File: src/hw/rtl/aac_js_pkg.sv
`timescale 1ns / 1ps
// shared types, codes and the intensity gain table for the joint stereo pair unit
// no dependencies

package aac_js_pkg;

	localparam int CoefWidthDefault = 32;
	localparam int PortCoefWidth    = 32;
	localparam int SfWidth          = 9;
	localparam int GainWidth        = 29;
	localparam int GainShift        = 28;

	// right channel codebooks of interest
	localparam logic [3:0] CB_NOISE   = 4'd13;
	localparam logic [3:0] CB_INT_OUT = 4'd14;
	localparam logic [3:0] CB_INT_IN  = 4'd15;

	// ms mask modes
	localparam logic [1:0] MASK_FLAGS = 2'd1;
	localparam logic [1:0] MASK_ALL   = 2'd2;

	// configuration register indexes
	localparam logic [0:0] REG_STEREO_ENABLE = 1'd0;
	localparam logic [0:0] REG_MS_MASK_MODE  = 1'd1;

	typedef enum logic [1:0] {
		ACT_PASS,
		ACT_MS,
		ACT_INT
	} act_t;

	typedef struct packed {
		act_t       act;
		logic       neg;
		logic [1:0] frac;
	} ctl_t;

	// q28 values of 0.5^(frac/4)
	function automatic logic [GainWidth-1:0] gain_q28(input logic [1:0] frac);
		logic [GainWidth-1:0] g;
		case (frac)
			2'd0:    g = 29'd268435456;
			2'd1:    g = 29'd225726413;
			2'd2:    g = 29'd189812531;
			2'd3:    g = 29'd159612677;
			default: g = 29'd268435456;
		endcase
		return g;
	endfunction

endpackage

File: src/hw/rtl/aac_js_decode.sv
`timescale 1ns / 1ps
// stage 1: band decode, mid/side sum and difference, intensity pre-shift
// depends on aac_js_pkg

module aac_js_decode #(
	parameter int COEF_WIDTH = aac_js_pkg::CoefWidthDefault
) (
	input  logic                          clk,
	input  logic                          arst_n,
	input  logic                          in_valid,
	output logic                          in_ready,
	input  logic signed [COEF_WIDTH-1:0]  left,
	input  logic signed [COEF_WIDTH-1:0]  right,
	input  logic [3:0]                    codebook,
	input  logic signed [aac_js_pkg::SfWidth-1:0] sf,
	input  logic                          ms_flag,
	input  logic                          stereo_enable,
	input  logic [1:0]                    ms_mask_mode,
	output logic                          valid_s1,
	input  logic                          out_ready,
	output logic signed [COEF_WIDTH-1:0]  lo_s1,
	output logic signed [COEF_WIDTH-1:0]  ro_s1,
	output aac_js_pkg::ctl_t              ctl_s1
);
	import aac_js_pkg::*;

	logic                          is_int;
	logic                          is_ms;
	logic [6:0]                    sh_left;
	logic signed [COEF_WIDTH-1:0]  v;
	ctl_t                          ctl;
	logic signed [COEF_WIDTH-1:0]  lo;
	logic signed [COEF_WIDTH-1:0]  ro;

	always_comb begin
		is_int = stereo_enable && (codebook == CB_INT_OUT || codebook == CB_INT_IN);
		is_ms  = stereo_enable && !is_int && (ms_flag || ms_mask_mode == MASK_ALL)
			&& codebook != CB_NOISE;
		// exponent is sf >>> 2; negative exponent shifts left
		sh_left = 7'd0 - sf[8:2];
		if (sf[8]) begin
			v = left << sh_left;
		end else begin
			v = left >>> sf[8:2];
		end
		ctl.neg  = (codebook == CB_INT_OUT) ^ (ms_mask_mode == MASK_FLAGS && ms_flag);
		ctl.frac = sf[1:0];
		if (is_int) begin
			ctl.act = ACT_INT;
			lo      = left;
			ro      = v;
		end else if (is_ms) begin
			ctl.act = ACT_MS;
			lo      = left + right;
			ro      = left - right;
		end else begin
			ctl.act = ACT_PASS;
			lo      = left;
			ro      = right;
		end
	end

	assign in_ready = !valid_s1 || out_ready;

	always_ff @(posedge clk or negedge arst_n) begin
		if (!arst_n) begin
			valid_s1 <= 1'b0;
		end else if (in_ready) begin
			valid_s1 <= in_valid;
		end
	end

	always_ff @(posedge clk) begin
		if (in_ready && in_valid) begin
			lo_s1  <= lo;
			ro_s1  <= ro;
			ctl_s1 <= ctl;
		end
	end

endmodule

File: src/hw/rtl/aac_js_mult.sv
`timescale 1ns / 1ps
// stage 2: q28 gain multiply of the pre-shifted intensity value
// depends on aac_js_pkg

module aac_js_mult #(
	parameter int COEF_WIDTH = aac_js_pkg::CoefWidthDefault
) (
	input  logic                          clk,
	input  logic                          arst_n,
	input  logic                          valid_s1,
	output logic                          ready_s1,
	input  logic signed [COEF_WIDTH-1:0]  lo_s1,
	input  logic signed [COEF_WIDTH-1:0]  ro_s1,
	input  aac_js_pkg::ctl_t              ctl_s1,
	output logic                          valid_s2,
	input  logic                          ready_s2,
	output logic signed [COEF_WIDTH-1:0]  lo_s2,
	output logic signed [COEF_WIDTH-1:0]  ro_s2,
	output logic signed [COEF_WIDTH+aac_js_pkg::GainWidth:0] prod_s2,
	output aac_js_pkg::ctl_t              ctl_s2
);
	import aac_js_pkg::*;

	localparam int ProdWidth = COEF_WIDTH + GainWidth + 1;

	logic signed [GainWidth:0]   gain;
	logic signed [ProdWidth-1:0] prod;

	assign gain = signed'({1'b0, gain_q28(ctl_s1.frac)});
	assign prod = ProdWidth'(ro_s1) * ProdWidth'(gain);

	assign ready_s1 = !valid_s2 || ready_s2;

	always_ff @(posedge clk or negedge arst_n) begin
		if (!arst_n) begin
			valid_s2 <= 1'b0;
		end else if (ready_s1) begin
			valid_s2 <= valid_s1;
		end
	end

	always_ff @(posedge clk) begin
		if (ready_s1 && valid_s1) begin
			lo_s2   <= lo_s1;
			ro_s2   <= ro_s1;
			prod_s2 <= prod;
			ctl_s2  <= ctl_s1;
		end
	end

endmodule

File: src/hw/rtl/aac_js_final.sv
`timescale 1ns / 1ps
// stage 3: q28 scale-down, intensity sign and result select into the output register
// depends on aac_js_pkg

module aac_js_final #(
	parameter int COEF_WIDTH = aac_js_pkg::CoefWidthDefault
) (
	input  logic                          clk,
	input  logic                          arst_n,
	input  logic                          valid_s2,
	output logic                          ready_s2,
	input  logic signed [COEF_WIDTH-1:0]  lo_s2,
	input  logic signed [COEF_WIDTH-1:0]  ro_s2,
	input  logic signed [COEF_WIDTH+aac_js_pkg::GainWidth:0] prod_s2,
	input  aac_js_pkg::ctl_t              ctl_s2,
	output logic                          valid_s3,
	input  logic                          ready_s3,
	output logic signed [COEF_WIDTH-1:0]  lo_s3,
	output logic signed [COEF_WIDTH-1:0]  ro_s3
);
	import aac_js_pkg::*;

	logic signed [COEF_WIDTH-1:0] scaled;
	logic signed [COEF_WIDTH-1:0] ro;

	always_comb begin
		// floor shift by 28 then wrap is just a slice
		scaled = prod_s2[GainShift+COEF_WIDTH-1:GainShift];
		if (ctl_s2.neg) begin
			scaled = -scaled;
		end
		if (ctl_s2.act == ACT_INT) begin
			ro = scaled;
		end else begin
			ro = ro_s2;
		end
	end

	assign ready_s2 = !valid_s3 || ready_s3;

	always_ff @(posedge clk or negedge arst_n) begin
		if (!arst_n) begin
			valid_s3 <= 1'b0;
		end else if (ready_s2) begin
			valid_s3 <= valid_s2;
		end
	end

	always_ff @(posedge clk) begin
		if (ready_s2 && valid_s2) begin
			lo_s3 <= lo_s2;
			ro_s3 <= ro;
		end
	end

endmodule

File: src/hw/rtl/aac_joint_stereo_pair_unit.sv
`timescale 1ns / 1ps
// top level of the joint stereo pair unit: stream ports, configuration registers, pipeline
// depends on aac_js_pkg, aac_js_decode, aac_js_mult, aac_js_final

// Rebuilds one left/right spectral coefficient pair per transaction: intensity bands
// get right = left scaled by 0.5^(scale_factor/4), mid/side bands become sum and
// difference, everything else passes through. The unit takes one pair every clock while
// the output is not stalled and returns it through a three-stage pipeline (decode and
// pre-shift, gain multiply, scale-down and select); the last stage is the output
// register. Backpressure on the output stalls the pipeline stage by stage, so
// s_axis_tready stays high while any stage is free. Coefficients are taken as the
// low COEF_WIDTH bits of each 32-bit field and results are sign-extended to 32 bits.
// Write the configuration registers only while no transaction is in flight.

module aac_joint_stereo_pair_unit #(
	parameter int COEF_WIDTH = aac_js_pkg::CoefWidthDefault
) (
	input  logic        clk,
	input  logic        arst_n,
	input  logic        s_axis_tvalid,
	output logic        s_axis_tready,
	input  logic [79:0] s_axis_tdata,  // left_coef[31:0], right_coef[63:32], scale_factor[72:64]
	input  logic [4:0]  s_axis_tuser,  // band_codebook[3:0], ms_flag[4]
	output logic        m_axis_tvalid,
	input  logic        m_axis_tready,
	output logic [63:0] m_axis_tdata,  // left_out[31:0], right_out[63:32]
	input  logic        cfg_we,
	input  logic [0:0]  cfg_index,
	input  logic [1:0]  cfg_data
);
	import aac_js_pkg::*;

	localparam int ProdWidth = COEF_WIDTH + GainWidth + 1;

	logic                          stereo_enable_q;
	logic [1:0]                    ms_mask_mode_q;

	logic signed [COEF_WIDTH-1:0]  left;
	logic signed [COEF_WIDTH-1:0]  right;
	logic signed [SfWidth-1:0]     sf;

	logic                          valid_s1;
	logic                          ready_s1;
	logic signed [COEF_WIDTH-1:0]  lo_s1;
	logic signed [COEF_WIDTH-1:0]  ro_s1;
	ctl_t                          ctl_s1;

	logic                          valid_s2;
	logic                          ready_s2;
	logic signed [COEF_WIDTH-1:0]  lo_s2;
	logic signed [COEF_WIDTH-1:0]  ro_s2;
	logic signed [ProdWidth-1:0]   prod_s2;
	ctl_t                          ctl_s2;

	logic signed [COEF_WIDTH-1:0]  lo_s3;
	logic signed [COEF_WIDTH-1:0]  ro_s3;

	always_ff @(posedge clk or negedge arst_n) begin
		if (!arst_n) begin
			stereo_enable_q <= 1'b0;
			ms_mask_mode_q  <= 2'd0;
		end else if (cfg_we) begin
			case (cfg_index)
				REG_STEREO_ENABLE: stereo_enable_q <= cfg_data[0];
				REG_MS_MASK_MODE:  ms_mask_mode_q  <= cfg_data;
				default: ;
			endcase
		end
	end

	assign left  = s_axis_tdata[COEF_WIDTH-1:0];
	assign right = s_axis_tdata[PortCoefWidth+COEF_WIDTH-1:PortCoefWidth];
	assign sf    = s_axis_tdata[2*PortCoefWidth+SfWidth-1:2*PortCoefWidth];

	aac_js_decode #(.COEF_WIDTH(COEF_WIDTH)) u_decode (
		.clk           (clk),
		.arst_n        (arst_n),
		.in_valid      (s_axis_tvalid),
		.in_ready      (s_axis_tready),
		.left          (left),
		.right         (right),
		.codebook      (s_axis_tuser[3:0]),
		.sf            (sf),
		.ms_flag       (s_axis_tuser[4]),
		.stereo_enable (stereo_enable_q),
		.ms_mask_mode  (ms_mask_mode_q),
		.valid_s1      (valid_s1),
		.out_ready     (ready_s1),
		.lo_s1         (lo_s1),
		.ro_s1         (ro_s1),
		.ctl_s1        (ctl_s1)
	);

	aac_js_mult #(.COEF_WIDTH(COEF_WIDTH)) u_mult (
		.clk      (clk),
		.arst_n   (arst_n),
		.valid_s1 (valid_s1),
		.ready_s1 (ready_s1),
		.lo_s1    (lo_s1),
		.ro_s1    (ro_s1),
		.ctl_s1   (ctl_s1),
		.valid_s2 (valid_s2),
		.ready_s2 (ready_s2),
		.lo_s2    (lo_s2),
		.ro_s2    (ro_s2),
		.prod_s2  (prod_s2),
		.ctl_s2   (ctl_s2)
	);

	aac_js_final #(.COEF_WIDTH(COEF_WIDTH)) u_final (
		.clk      (clk),
		.arst_n   (arst_n),
		.valid_s2 (valid_s2),
		.ready_s2 (ready_s2),
		.lo_s2    (lo_s2),
		.ro_s2    (ro_s2),
		.prod_s2  (prod_s2),
		.ctl_s2   (ctl_s2),
		.valid_s3 (m_axis_tvalid),
		.ready_s3 (m_axis_tready),
		.lo_s3    (lo_s3),
		.ro_s3    (ro_s3)
	);

	assign m_axis_tdata[PortCoefWidth-1:0]               = PortCoefWidth'(lo_s3);
	assign m_axis_tdata[2*PortCoefWidth-1:PortCoefWidth] = PortCoefWidth'(ro_s3);

endmodule

File: config.mk
export PLATFORM = sky130hd
export DESIGN_NAME = aac_joint_stereo_pair_unit
export DESIGN_NICKNAME = d
export VERILOG_FILES = /design/src/hw/rtl/aac_js_pkg.sv /design/src/hw/rtl/aac_js_decode.sv /design/src/hw/rtl/aac_js_mult.sv /design/src/hw/rtl/aac_js_final.sv /design/src/hw/rtl/aac_joint_stereo_pair_unit.sv
export SDC_FILE = /design/constraint.sdc
export NUM_CORES = 2
export LEC_CHECK = 0
export BUFFER_PORTS_ARGS = -buffer_cell sky130_fd_sc_hd__buf_2
export CORE_ASPECT_RATIO = 1.1
export CORE_MARGIN = 2
export CORE_UTILIZATION = 30
export CTS_BUF_LIST = sky130_fd_sc_hd__clkbuf_16
export DETAILED_ROUTE_END_ITERATION = 10
export GPL_ROUTABILITY_DRIVEN = 0
export PLACE_DENSITY = 0.43
export SETUP_SLACK_MARGIN = 0.5
export SLEW_MARGIN = 20
export SYNTH_ARGS = -nofsm -noshare
export SYNTH_HDL_FRONTEND = slang
export SYNTH_SLANG_ARGS = --single-unit
File: constraint.sdc
create_clock -name clk -period 8 [get_ports clk]
set_input_delay 0 -clock clk [delete_from_list [all_inputs] [get_ports clk]]
set_output_delay 0 -clock clk [all_outputs]
set_load 0.05 [all_outputs]
# ---- Word-level counts from Yosys, hierarchy flattened
# Cells that the tools add are included.
dict set report totals {
  reg_bits 266
  inputBits 93
  word_cells 64
}
dict set report classes {
  n_addsub 4
  n_mul 1
  eq_ne 9
  shifts 2
  muxes 9
  n_bitwise 2
  n_reduce_logical 20
}
# cell count
set op_table {}
lappend op_table {{$mux 32} 7}
lappend op_table {{$pmux 29 s4} 1}
lappend op_table {{$mul 32x30->60} 1}
lappend op_table {{$add 32x32->32} 1}
lappend op_table {{$neg 32->32} 1}
lappend op_table {{$shl 32x7->32} 1}
lappend op_table {{$sshr 32x7->32} 1}
lappend op_table {{$sub 32x32->32} 1}
lappend op_table {{$eq 2x2->1 const B} 4}
lappend op_table {{$eq 4x4->1 const B} 2}
lappend op_table {{$logic_and 1x1->1} 8}
lappend op_table {{$sub 1x7->7 const A} 1}
lappend op_table {{$logic_or 1x1->1} 5}
lappend op_table {{$eq 2x1->1 const B} 2}
lappend op_table {{$logic_not 1->1} 4}
lappend op_table {{$ne 4x4->1 const B} 1}
lappend op_table {{$reduce_and 2->1} 2}
lappend op_table {{$logic_not 2->1} 1}
lappend op_table {{$mux 1} 1}
lappend op_table {{$not 1->1} 1}
lappend op_table {{$xor 1x1->1} 1}

# ---- Depth between registers and ports, before layout
dict set report logic_depth {
  word_depth 9
  ltp_mapped 34
  mapped_depth_nobuf 31
}

# ---- By module
# Synthesis repeated with hierarchy kept, for this count alone.
dict set report unflattened {
  cells_unflattened 4784
  hier_area_um2 46646.0
}
# module instances cells_each area_each_um2 seq_area_each_um2
set modules_own_cells {}
lappend modules_own_cells {aac_js_mult 1 3192 33174.3 3958.8}
lappend modules_own_cells {aac_js_decode 1 1340 10227.3 2097.0}
lappend modules_own_cells {aac_js_final 1 244 3121.7 1946.9}
lappend modules_own_cells {aac_joint_stereo_pair_unit 1 8 122.6 75.1}

# ---- Worst setup path after synthesis
# No wires, ideal clock.
dict set report synth_path {
  kind {reg2reg}
  start {register u_decode.ctl_s1[1] (netlist name)}
  end {register u_mult.prod_s2[59] in the netlist's numbering (data pin)}
  setup_ns 0.260
  arrival_time_ns 8.205
  t_required_ns 7.740
  setup_slack_ns -0.465
  stages_incl_launch_ff 28
  n_path_buf 3
  path_cell_list {edfxtp_1 inv_1 ha_1 clkbuf_1 clkbuf_1 clkbuf_1 nand2b_1 inv_1 fa_1 inv_1 fa_1 fa_1 fa_1 inv_1 fa_1 fa_1 fa_1 fa_1 ha_1 nand2_1 a2111o_1 or2_2 o221ai_1 a2111oi_0 nor3b_1 o21a_1 nor2_1 xnor2_1}
}
dict set report synth_between {
  elab_chain_len 3
  word_cells_on_any_way 6
  classes_between {1 x mul; 3 x eq/ne; 1 x mux; 1 x reduce/logical}
}
# element line
set synth_lines {}
lappend synth_lines {{$eq 2x2->1 (tied with other cells)} aac_js_pkg.sv:41} ;# case (frac)
lappend synth_lines {{$pmux 29 s4 (*)} aac_js_pkg.sv:41}
lappend synth_lines {{$mul 32x30->60 (*)} aac_js_mult.sv:30} ;# assign prod = ProdWidth'(ro_s1) * ProdWidth'(gain);
lappend synth_lines {{via u_mult.prod[59]} aac_js_mult.sv:27} ;# logic signed [ProdWidth-1:0] prod;
lappend synth_lines {{to (signal assigned)} aac_js_mult.sv:46} ;# prod_s2 <= prod;
lappend synth_lines {{to (decl)} aac_js_mult.sv:19} ;# output logic signed [COEF_WIDTH+aac_js_pkg::GainWidth:0] prod_s2,
# Mark *: on every way through the listed nets, which the timed path passes. The rest lies on a longest branch. The select of a mux whose other input is x is not followed.
# A chain may end at the register's enable or synchronous reset.

# ---- Final worst setup path
dict set report layout_path {
  start {register u_decode.ctl_s1[1] (netlist name)}
  end {register u_mult.prod_s2[48] in the netlist's numbering (data pin)}
}
dict set report layout_between {
  elab_chain_len 3
  word_cells_on_any_way 6
  classes_between {1 x mul; 3 x eq/ne; 1 x mux; 1 x reduce/logical}
}
# element line
set layout_lines {}
lappend layout_lines {{$eq 2x2->1 (tied with other cells)} aac_js_pkg.sv:41}
lappend layout_lines {{$pmux 29 s4 (*)} aac_js_pkg.sv:41}
lappend layout_lines {{$mul 32x30->60 (*)} aac_js_mult.sv:30}
lappend layout_lines {{via u_mult.prod[48]} aac_js_mult.sv:27}
# Marks and branches as above.

==> impl_metrics.py <==
metrics = {
    "place": {
        "port_buffers": 151,
        "dp_cells": 6758,
        "post-dp-hpwl_mm": 138,
    },
    "synth": {
        "yosys.cell_types.count": 78,
        "ys_async_sr_fraction_pct": 2.52,
        "synth_top_area_share_pct": 36.2,
        "avgSynthCellArea_um2": 9.92,
        "synth-compound-area-share_pct": 10.5,
        "synth.area.top_cells": "fa_1, edfxtp_1, ha_1",
        "yosys.area_share.adder_pct": 45.9,
        "ys.flop_type": "edfxtp_1",
        "yosys.area.top_type": "fa_1",
        "ys_seq_area_share_pct": 16.5,
        "synth_area_um2": 43200,
        "synthSimpleGateAreaFrac_pct": 9.22,
        "synth_top_family_by_area": "adder cells",
        "synth_seq_cells": 238,
        "synth-xor-area-share_pct": 4.81,
        "synth_warnings": 0,
        "syn_inst": 4352,
        "synth_mux_area_share_pct": 3.78,
        "synth_edf_count": 232,
    },
    "floorplan": {
        "core_um2": 142000,
        "dieArea_um2": 147000,
        "placementRows": 145,
        "die_y_um": 402,
        "start_util_pct": 30.3,
        "die_x_um": 366,
        "io_pins": 159,
    },
    "sta": {
        "timing.final.hold_violations": 0,
        "setup_viol": 23,
        "setup_tns_ps": -2800,
        "clock.fmax_mhz": 122,
        "rsz0062_at_grt": "yes",
        "min_period_ps": 8220,
        "period_share_pct": 103,
        "setup_ws_ps": -224,
        "tightest_slew_ps": 1000,
        "relSlewSlack_pct": 33.2,
        "slew_viol_final": 0,
        "hold_ws_ps": 29.1,
        "finClkSkew_ps": 21.2,
    },
    "detailed_routing": {
        "drcViolationCount": 0,
        "antenna_left": 0,
        "routed_wl_mm": 162,
        "viasPerCell": 4.77,
        "wire_per_inst_um": 23.5,
        "drt_iter0_drc": 2119,
        "vias": 32900,
        "dr.pass1.iters": 5,
    },
    "critical_path": {
        "crit_type": "register to register",
        "cp_slowest_cell": "fa_1",
        "path_common_cell": "fa_1",
        "cp.required_ps": 8310,
        "critPathMaxStageDelay_ps": 540,
        "worstPathArrival_ps": 8540,
        "crit_path_start_kind": "register",
        "cp_max_fo": 6,
        "cp-end-kind": "register",
    },
    "grt": {
        "grt_pass1_wl_mm": 237,
        "grt_max_degree": 68,
        "grt_antenna_before_repair": 8,
        "globalRouteMet2Util_pct": 37.2,
        "grt_usage_pct": 22.1,
        "first_global_vias": 34600,
        "overflow": 0,
        "use_met1_pct": 31.4,
        "busiest_layer": "met2",
        "met3_usage_pct": 0.875,
    },
    "cts": {
        "cts-buffers-inserted": 25,
        "numClockSinks": 238,
        "cts.clk_slew.worst_paths_ps": 70,
        "cts_max_level": 1,
        "cts_tree": "yes",
        "cts_root_buf": "clkbuf_16",
        "clock_path_buffers": 3,
        "insertion_delay_ps": 570,
    },
    "status": {
        "status": "finished, violations left",
        "violations": "setup timing",
    },
    "layout": {
        "instances_no_fill": 6901,
        "nNetsFinal": 6176,
        "layout_common_cells": "inv_1, fa_1, buf_4",
        "final_layout_size_suffix_gt1_share_pct": 20.9,
        "final_common_cell": "inv_1",
        "n_fill_cell": 14500,
        "fin_util_pct": 37.1,
        "syn_to_final_growth_pct": 22.5,
    },
    "hold_path": {
        "hp-class": "input port to register",
    },
    "run": {
        "cap_violations": 0,
    },
}
-- metal layers --
metal	share of wire (%)	vias to the layer above	routed length [µm]
li1	-	15200	-
met1	46	16900	74400
met2	48	691	78000
met3	3.1	135	4980
met4	2.8	0	4480
met5	0	-	0
-- critical path: cells and delay by family, from the launching register on --
kind / cells / cell delay, ps
adder cells (fa/ha/maj): 10 / 4440
buffers and inverters: 12 / 1460
AO/OA/AOI/OAI: 7 / 1160
flip-flops: 1 / 440
XOR/XNOR: 1 / 70
AND/OR/NAND/NOR: 3 / 390
-- sequential cells by signal, indices dropped and copies added, names as in the netlist --
signal,count
u_mult.valid_s2,1
u_decode.ctl_s1,5
u_final.lo_s3,32
u_mult.ro_s2,32
ms_mask_mode_q,2
stereo_enable_q,1
u_mult.lo_s2,32
u_mult.prod_s2,32
u_mult.ctl_s2,3
u_decode.ro_s1,32
u_final.ro_s3,32
u_final.valid_s3,1
u_decode.valid_s1,1
u_decode.lo_s1,32
-- metrics by stage --
stage,area [µm²],setup slack (ps)
2_1_floorplan,43800,321
3_3_place_gp,50200,-380
3_5_place_dp,50200,-557
4_1_cts,52200,-179
5_1_grt,52900,-478
6_report,52900,-224
-- area by class of cell --
type | count | area (µm²) | share of cell area [%]
Clock inverter | 21 | 263 | 0.497
Timing Repair Buffer | 756 | 5960 | 11.3
Inverter | 873 | 3290 | 6.21
Tap cell | 1911 | 2390 | 4.52
Clock buffer | 25 | 626 | 1.18
Antenna cell | 2 | 5.00 | 0.00947
Sequential cell | 238 | 7120 | 13.5
Multi-Input combinational cell | 3075 | 33200 | 62.8
-- Yosys cell counts, types with 9 or more instances --
cell type,count
a21boi_0,13
edfxtp_1,232
fa_1,780
o22ai_1,17
a21oi_1,208
mux4_2,20
xor2_1,75
or3_1,13
and3_1,18
and2_1,101
nor4_1,9
a21o_1,78
a31oi_1,25
clkbuf_1,172
a31o_2,13
nor2_1,144
nand2_1,347
o211ai_1,11
o21bai_1,32
o21a_1,14
mux2i_1,81
mux2_2,33
buf_1,19
o31ai_1,13
nor2b_1,57
nor3_1,36
a211oi_1,38
o21ai_0,182
nand3_1,29
xnor2_1,162
nand2b_1,43
inv_1,867
ha_1,334
-- timing repair --
item                                    4_1_cts  5_1_grt
buffers inserted                             21       22
hold buffers                                 50        0
pin swaps                                    39       72
gates cloned                                  1        1
endpoints found under the setup margin       32       32
resized for setup                            90      116
hold endpoints to repair                     53        0
-- cell families after synthesis --
kind of cell | Yosys count
xor+xnor | 237
flops | 238
mux | 134
simple gates | 834
buf+inv | 1067
fa+ha+maj | 1114
other cells | 2
compound gates | 726
-- worst paths after layout --
path	startpoint	to	slack (ps)	depth (start not counted)
worst max-delay path	u_decode.ctl_s1[1]	u_mult.prod_s2[48]	-220	33
worst min-delay path	s_axis_tdata[18]	u_decode.lo_s1[18]	30	3
worst max register to register	u_decode.ctl_s1[1]	u_mult.prod_s2[48]	-220	33
worst min register to register	u_decode.lo_s1[7]	u_mult.lo_s2[7]	420	0
max in group asynchronous	arst_n	u_mult.valid_s2	7180	3
min in group asynchronous	arst_n	ms_mask_mode_q[0]	580	3
Power is not shown: default switching activity piles up to over one toggle a cycle in this logic, so the estimate is an artifact.
